===== src/rtl/core/text_console_character_engine_core_macros.svh =====
// assertion helpers shared by the console engine modules
`ifndef TEXT_CONSOLE_CHARACTER_ENGINE_CORE_MACROS_SVH
`define TEXT_CONSOLE_CHARACTER_ENGINE_CORE_MACROS_SVH

// plain property checked on every rising clock edge outside reset
`define TCCE_ASSERT(label, clk, rst_n, prop, msg) \
  label: assert property (@(posedge clk) disable iff (!rst_n) (prop)) else $error(msg);

// same-cycle implication
`define TCCE_ASSERT_IMPLY(label, clk, rst_n, ante, cons, msg) \
  `TCCE_ASSERT(label, clk, rst_n, (ante) |-> (cons), msg)

// next-cycle implication
`define TCCE_ASSERT_NEXT(label, clk, rst_n, ante, cons, msg) \
  `TCCE_ASSERT(label, clk, rst_n, (ante) |=> (cons), msg)

`endif


===== src/rtl/core/tcce_pkg.sv =====
`timescale 1ns / 1ps

package tcce_pkg;

  // screen geometry
  localparam int ROWS   = 25;
  localparam int COLS   = 80;
  localparam int NCELLS = ROWS * COLS;

  localparam int ROW_W  = $clog2(ROWS);
  localparam int COL_W  = $clog2(COLS);
  localparam int ADDR_W = $clog2(NCELLS);
  localparam int CELL_W = 16;
  localparam int CHAR_W = 8;
  localparam int ATTR_W = 8;

  localparam logic [ROW_W-1:0]  ROW_LAST   = ROW_W'(ROWS - 1);
  localparam logic [COL_W-1:0]  COL_LAST   = COL_W'(COLS - 1);
  localparam logic [COL_W-1:0]  TAB_LIMIT  = COL_W'(COLS - 9);
  localparam logic [COL_W-1:0]  TAB_STEP   = COL_W'(8);
  localparam logic [ADDR_W-1:0] COLS_A     = ADDR_W'(COLS);
  localparam logic [ADDR_W-1:0] CELL_LAST  = ADDR_W'(NCELLS - 1);
  localparam logic [ADDR_W-1:0] SCROLL_END = ADDR_W'(NCELLS - COLS);
  localparam logic [ADDR_W-1:0] CELL_COUNT = ADDR_W'(NCELLS);

  localparam logic [CELL_W-1:0] BLANK_CELL = 16'h0F20;
  localparam logic [ATTR_W-1:0] ATTR_RESET = 8'h0F;

  // character codes
  localparam logic [CHAR_W-1:0] CH_BS       = 8'd8;
  localparam logic [CHAR_W-1:0] CH_TAB      = 8'd9;
  localparam logic [CHAR_W-1:0] CH_LF       = 8'd10;
  localparam logic [CHAR_W-1:0] CH_FF       = 8'd12;
  localparam logic [CHAR_W-1:0] CH_CR       = 8'd13;
  localparam logic [CHAR_W-1:0] CH_PRINT_LO = 8'd32;
  localparam logic [CHAR_W-1:0] CH_PRINT_HI = 8'd126;

  // item operations
  localparam logic OP_PUT  = 1'b0;
  localparam logic OP_READ = 1'b1;

  typedef enum logic [2:0] {
    ST_CLEAR,
    ST_IDLE,
    ST_READ,
    ST_SCROLL,
    ST_FILL
  } state_e;

  // controller to datapath
  typedef struct packed {
    logic put;       // apply the accepted character
    logic read;      // launch a cell read
    logic fill;      // blank sweep step
    logic scroll;    // scroll copy step
    logic load_out;  // capture a result beat
    logic out_ram;   // result carries the read cell
  } cmd_t;

  // datapath to controller
  typedef struct packed {
    logic op_read;
    logic ff;
    logic scroll;
    logic fill_last;
    logic scroll_last;
  } status_t;

endpackage


===== src/rtl/core/tcce_ctrl.sv =====
`timescale 1ns / 1ps
`include "text_console_character_engine_core_macros.svh"

module tcce_ctrl (
  input  logic              clk_i,
  input  logic              rst_ni,
  input  logic              in_valid_i,
  output logic              in_ready_o,
  output logic              out_valid_o,
  input  logic              out_ready_i,
  input  tcce_pkg::status_t status_i,
  output tcce_pkg::cmd_t    cmd_o
);
  import tcce_pkg::*;

  state_e state_q, state_d;
  logic   out_valid_q, out_valid_d;
  logic   accept;

  always_ff @(posedge clk_i or negedge rst_ni) begin
    if (!rst_ni) begin
      state_q     <= ST_CLEAR;
      out_valid_q <= 1'b0;
    end else begin
      state_q     <= state_d;
      out_valid_q <= out_valid_d;
    end
  end

  always_comb begin
    state_d    = state_q;
    cmd_o      = '0;
    in_ready_o = 1'b0;
    accept     = 1'b0;
    unique case (state_q)
      ST_CLEAR: begin
        cmd_o.fill = 1'b1;
        if (status_i.fill_last) state_d = ST_IDLE;
      end
      ST_IDLE: begin
        in_ready_o = !out_valid_q || out_ready_i;
        accept     = in_valid_i && in_ready_o;
        if (accept) begin
          if (status_i.op_read) begin
            cmd_o.read = 1'b1;
            state_d    = ST_READ;
          end else begin
            cmd_o.put = 1'b1;
            if (status_i.ff) begin
              state_d = ST_FILL;
            end else if (status_i.scroll) begin
              state_d = ST_SCROLL;
            end else begin
              cmd_o.load_out = 1'b1;
            end
          end
        end
      end
      ST_READ: begin
        cmd_o.load_out = 1'b1;
        cmd_o.out_ram  = 1'b1;
        state_d        = ST_IDLE;
      end
      ST_SCROLL: begin
        cmd_o.scroll = 1'b1;
        if (status_i.scroll_last) begin
          cmd_o.load_out = 1'b1;
          state_d        = ST_IDLE;
        end
      end
      ST_FILL: begin
        cmd_o.fill = 1'b1;
        if (status_i.fill_last) begin
          cmd_o.load_out = 1'b1;
          state_d        = ST_IDLE;
        end
      end
      default: begin
        state_d = ST_IDLE;
      end
    endcase
  end

  assign out_valid_d = cmd_o.load_out || (out_valid_q && !out_ready_i);
  assign out_valid_o = out_valid_q;

  `TCCE_ASSERT_IMPLY(a_no_overwrite, clk_i, rst_ni, cmd_o.load_out, !out_valid_q || out_ready_i, "result beat overwritten")
  `TCCE_ASSERT_NEXT(a_put_result, clk_i, rst_ni, accept && !status_i.op_read && !status_i.ff && !status_i.scroll, out_valid_q, "plain put gave no result")
  `TCCE_ASSERT_NEXT(a_scroll_ends, clk_i, rst_ni, state_q == ST_SCROLL && status_i.scroll_last, state_q == ST_IDLE && out_valid_q, "scroll did not finish")

endmodule


===== config.mk =====
export PLATFORM = sky130hd
export DESIGN_NAME = tcce_ctrl
export DESIGN_NICKNAME = d
export VERILOG_FILES = /design/src/rtl/core/tcce_pkg.sv /design/src/rtl/core/tcce_ctrl.sv
export VERILOG_INCLUDE_DIRS = /design/src /design/src/rtl/core
export SDC_FILE = /design/constraint.sdc
export NUM_CORES = 1
export LEC_CHECK = 0
export BUFFER_PORTS_ARGS = -buffer_cell sky130_fd_sc_hd__buf_2
export CAP_MARGIN = 20
export CORE_AREA = 2 2 39 41
export DETAILED_ROUTE_END_ITERATION = 16
export DIE_AREA = 0 0 41 43
export PLACE_DENSITY_LB_ADDON = 0.3
export SLEW_MARGIN = 5
export SYNTH_ARGS = -nofsm -noshare
export SYNTH_HDL_FRONTEND = slang
export SYNTH_SLANG_ARGS = --single-unit

===== constraint.sdc =====
create_clock -name clk_i -period 3.1 [get_ports clk_i]
set_input_delay 0.155 -clock clk_i [delete_from_list [all_inputs] [get_ports clk_i]]
set_output_delay 0.155 -clock clk_i [all_outputs]
set_load 0.05 [all_outputs]

==> results.cfg <==
[run_status]
outcome = finished clean

[worst_setup_path]
startpoint_type = register
slowest_stage = dfrtp_1
r2r_cells = 3
cp_num_cells = 4
cp_cell_sequence = or3b_4, nor2_1, a221o_2, buf_2
arrival_ns = 1.67
path_class = reg -> out
cpLargestDelayFamily = simple AND/OR/NAND/NOR gates
worstSetupEndpointType = output pin
crit_buf_inv = 1
crit_path_max_fanout = 9
r2r_slack_ns = 1.56
cp.required_ns = 2.94
startpoint = state_q[0]$_DFFE_PN0P_
rr_startpoint = state_q[0]$_DFFE_PN0P_
cpPeakStageDelay_ns = 0.48

[global_routing]
first_global_vias = 286
track_usage = 0.0996
grt_pass1_wl_mm = 1.17
grt_antenna_before_repair = 0
grt_max_degree = 10
grt_overflow = 0

[timing]
period_share = 0.590
hold_ws_ns = 0.173
period_minus_slack_ns = 1.83
setup_tns_ns = 0
maxSlewViolCount = 0
relSlewSlack = 0.690
setup_viol = 0
clock_skew_ns = 0.00630
hold_violations = 0
worst_pin_slew_ns = 0.464
rsz0062_at_grt = no
fmax_mhz = 546

[layout]
area_delta_synth_final_pct = 38.8
finalInstanceArea_um2 = 448
fin_nets = 68
layout.cells.most_common = buf_2
antenna_cells = 0
layout_common_cells = 16 x buf_2, 9 x nor2_1, 4 x dfrtp_1, 3 x clkbuf_4
drive_above_1_share = 0.474

[die]
die-area_mm2 = 0.00176
core_area_mm2 = 0.00138
fp.dieH_um = 43
rows = 14
io_pins = 17
fp.dieW_um = 41
initial_core_util = 0.233

[min_path]
worstHoldStart = status_i[0]
whs_path_depth = 2
hp-class = in -> reg

[routing]
vias = 338
drt_iter0_markers = 11
drtPass1Iterations = 4
drt_wl_total_um = 791
drc = 0
drt-wirelength-per-cell_um = 10.8
ant_nets = 0
via_per_inst = 4.63

[clocking]
cts.sinks = 4
cts_buffers = 3
cts_setup_buffers = 0
worstSkewPairLatency_ns = 0.24
htree_levels = 1
cts.path.max_buffers = 2
root_buffer = clkbuf_4
clk_pin_slew_worst_paths_ns = 0.04
cts_tree = done
cts_resized = 0

[pwr]
pwr_density_cell_mw_per_mm2 = 1270
max-vdd-ir-drop_v = 0.000368
finalPower_mw = 0.567
p_leak_nw = 0.228

[logic_synthesis]
syn_nets = 47
synth.avg_cell_area_um2 = 8.50
yosysSeqAreaShare = 0.310
synthCells = 38
syn-cell-area_um2 = 323
synth_warnings = 0
synth.distinct_cells = 24
postSynthRegisterBits = 4

[run]
maxCapViolations = 0

[placed_design]
placed_area_um2 = 415
portBuffers = 16
globalplace.congestion = 0.743
==> path summary, 6_finish.rpt <==
check | end
max reg2reg | state_q[1]$_DFFE_PN0P_
min in group asynchronous | out_valid_o$_DFF_PN0_
min reg2reg | out_valid_o$_DFF_PN0_
max | cmd_o[1]
max in group asynchronous | state_q[2]$_DFFE_PN0P_
min | state_q[1]$_DFFE_PN0P_
==> timing repair <==
| item | 4_1_cts | 5_1_grt |
|---|---|---|
| endpoints found under the hold margin | 4 | 0 |
| setup endpoints to repair | 0 | 0 |
| hold buffers | 1 | 0 |
==> report_power, final <==
group          total (mW)  switching (mW)  internal [mW]
clock network      0.0655          0.0221         0.0434
registers           0.118          0.0420         0.0756
logic               0.384           0.259          0.126
total               0.567           0.323          0.245
==> routing by layer <==
| metal | GRT usage | vias to the layer above | routed length (µm) |
|---|---|---|---|
| li1 | - | 174 | - |
| met1 | 0.129 | 154 | 406 |
| met2 | 0.128 | 10 | 338 |
| met3 | 0.0471 | 0 | 46 |
| met4 | 0.0600 | 0 | 0 |
| met5 | 0 | - | 0 |
==> synthesized netlist by cell type, drive strengths merged <==
library cell / count / area (µm²)
o21ai: 1 / 5.00
dfrtp: 4 / 100
inv: 1 / 3.75
or2: 1 / 6.26
nand2b: 3 / 26.3
and2b: 1 / 8.76
nand3b: 2 / 15.0
o32ai: 2 / 25.0
a21oi: 1 / 5.00
o41ai: 1 / 8.76
nor3b: 1 / 7.51
nand2: 2 / 7.51
nor2b: 1 / 6.26
or3b: 1 / 11.3
nor2: 9 / 33.8
a221o: 1 / 11.3
and3: 1 / 6.26
and2: 2 / 13.8
or3: 1 / 7.51
a31oi: 1 / 6.26
buf: 1 / 7.51
==> sequential cells by signal, indices dropped and copies added, names as in the netlist <==
name and flops:
state_q 3, out_valid_o 1
==> cell type report <==
| type | instances | area (µm²) |
|---|---|---|
| Multi-Input combinational cell | 32 | 211 |
| Fill cell | 154 | 936 |
| Clock buffer | 3 | 22.5 |
| Sequential cell | 4 | 100 |
| Tap cell | 16 | 20.0 |
| Inverter | 1 | 3.75 |
| Timing Repair Buffer | 17 | 90.1 |
==> through the flow <==
step / instances / util / setup slack [ns]
after floorplan: 38 / - / 1.32
after detailed placement: 69 / 0.300 / 1.54
after CTS: 73 / 0.324 / 1.26
after global placement: 69 / 0.300 / 1.53
after global routing: 73 / 0.324 / 1.15
final: 73 / 0.324 / 1.27
==> kinds of logic (layout without fill, tap and decap cells) <==
kind of cell | after synthesis | count (layout) | synth area share
buffers and inverters | 2 | 21 | 0.0349
AND/OR/NAND/NOR | 25 | 25 | 0.465
AO/OA/AOI/OAI | 7 | 7 | 0.190
flip-flops | 4 | 4 | 0.310
No activity file was read; power rests on OpenSTA's default activity.
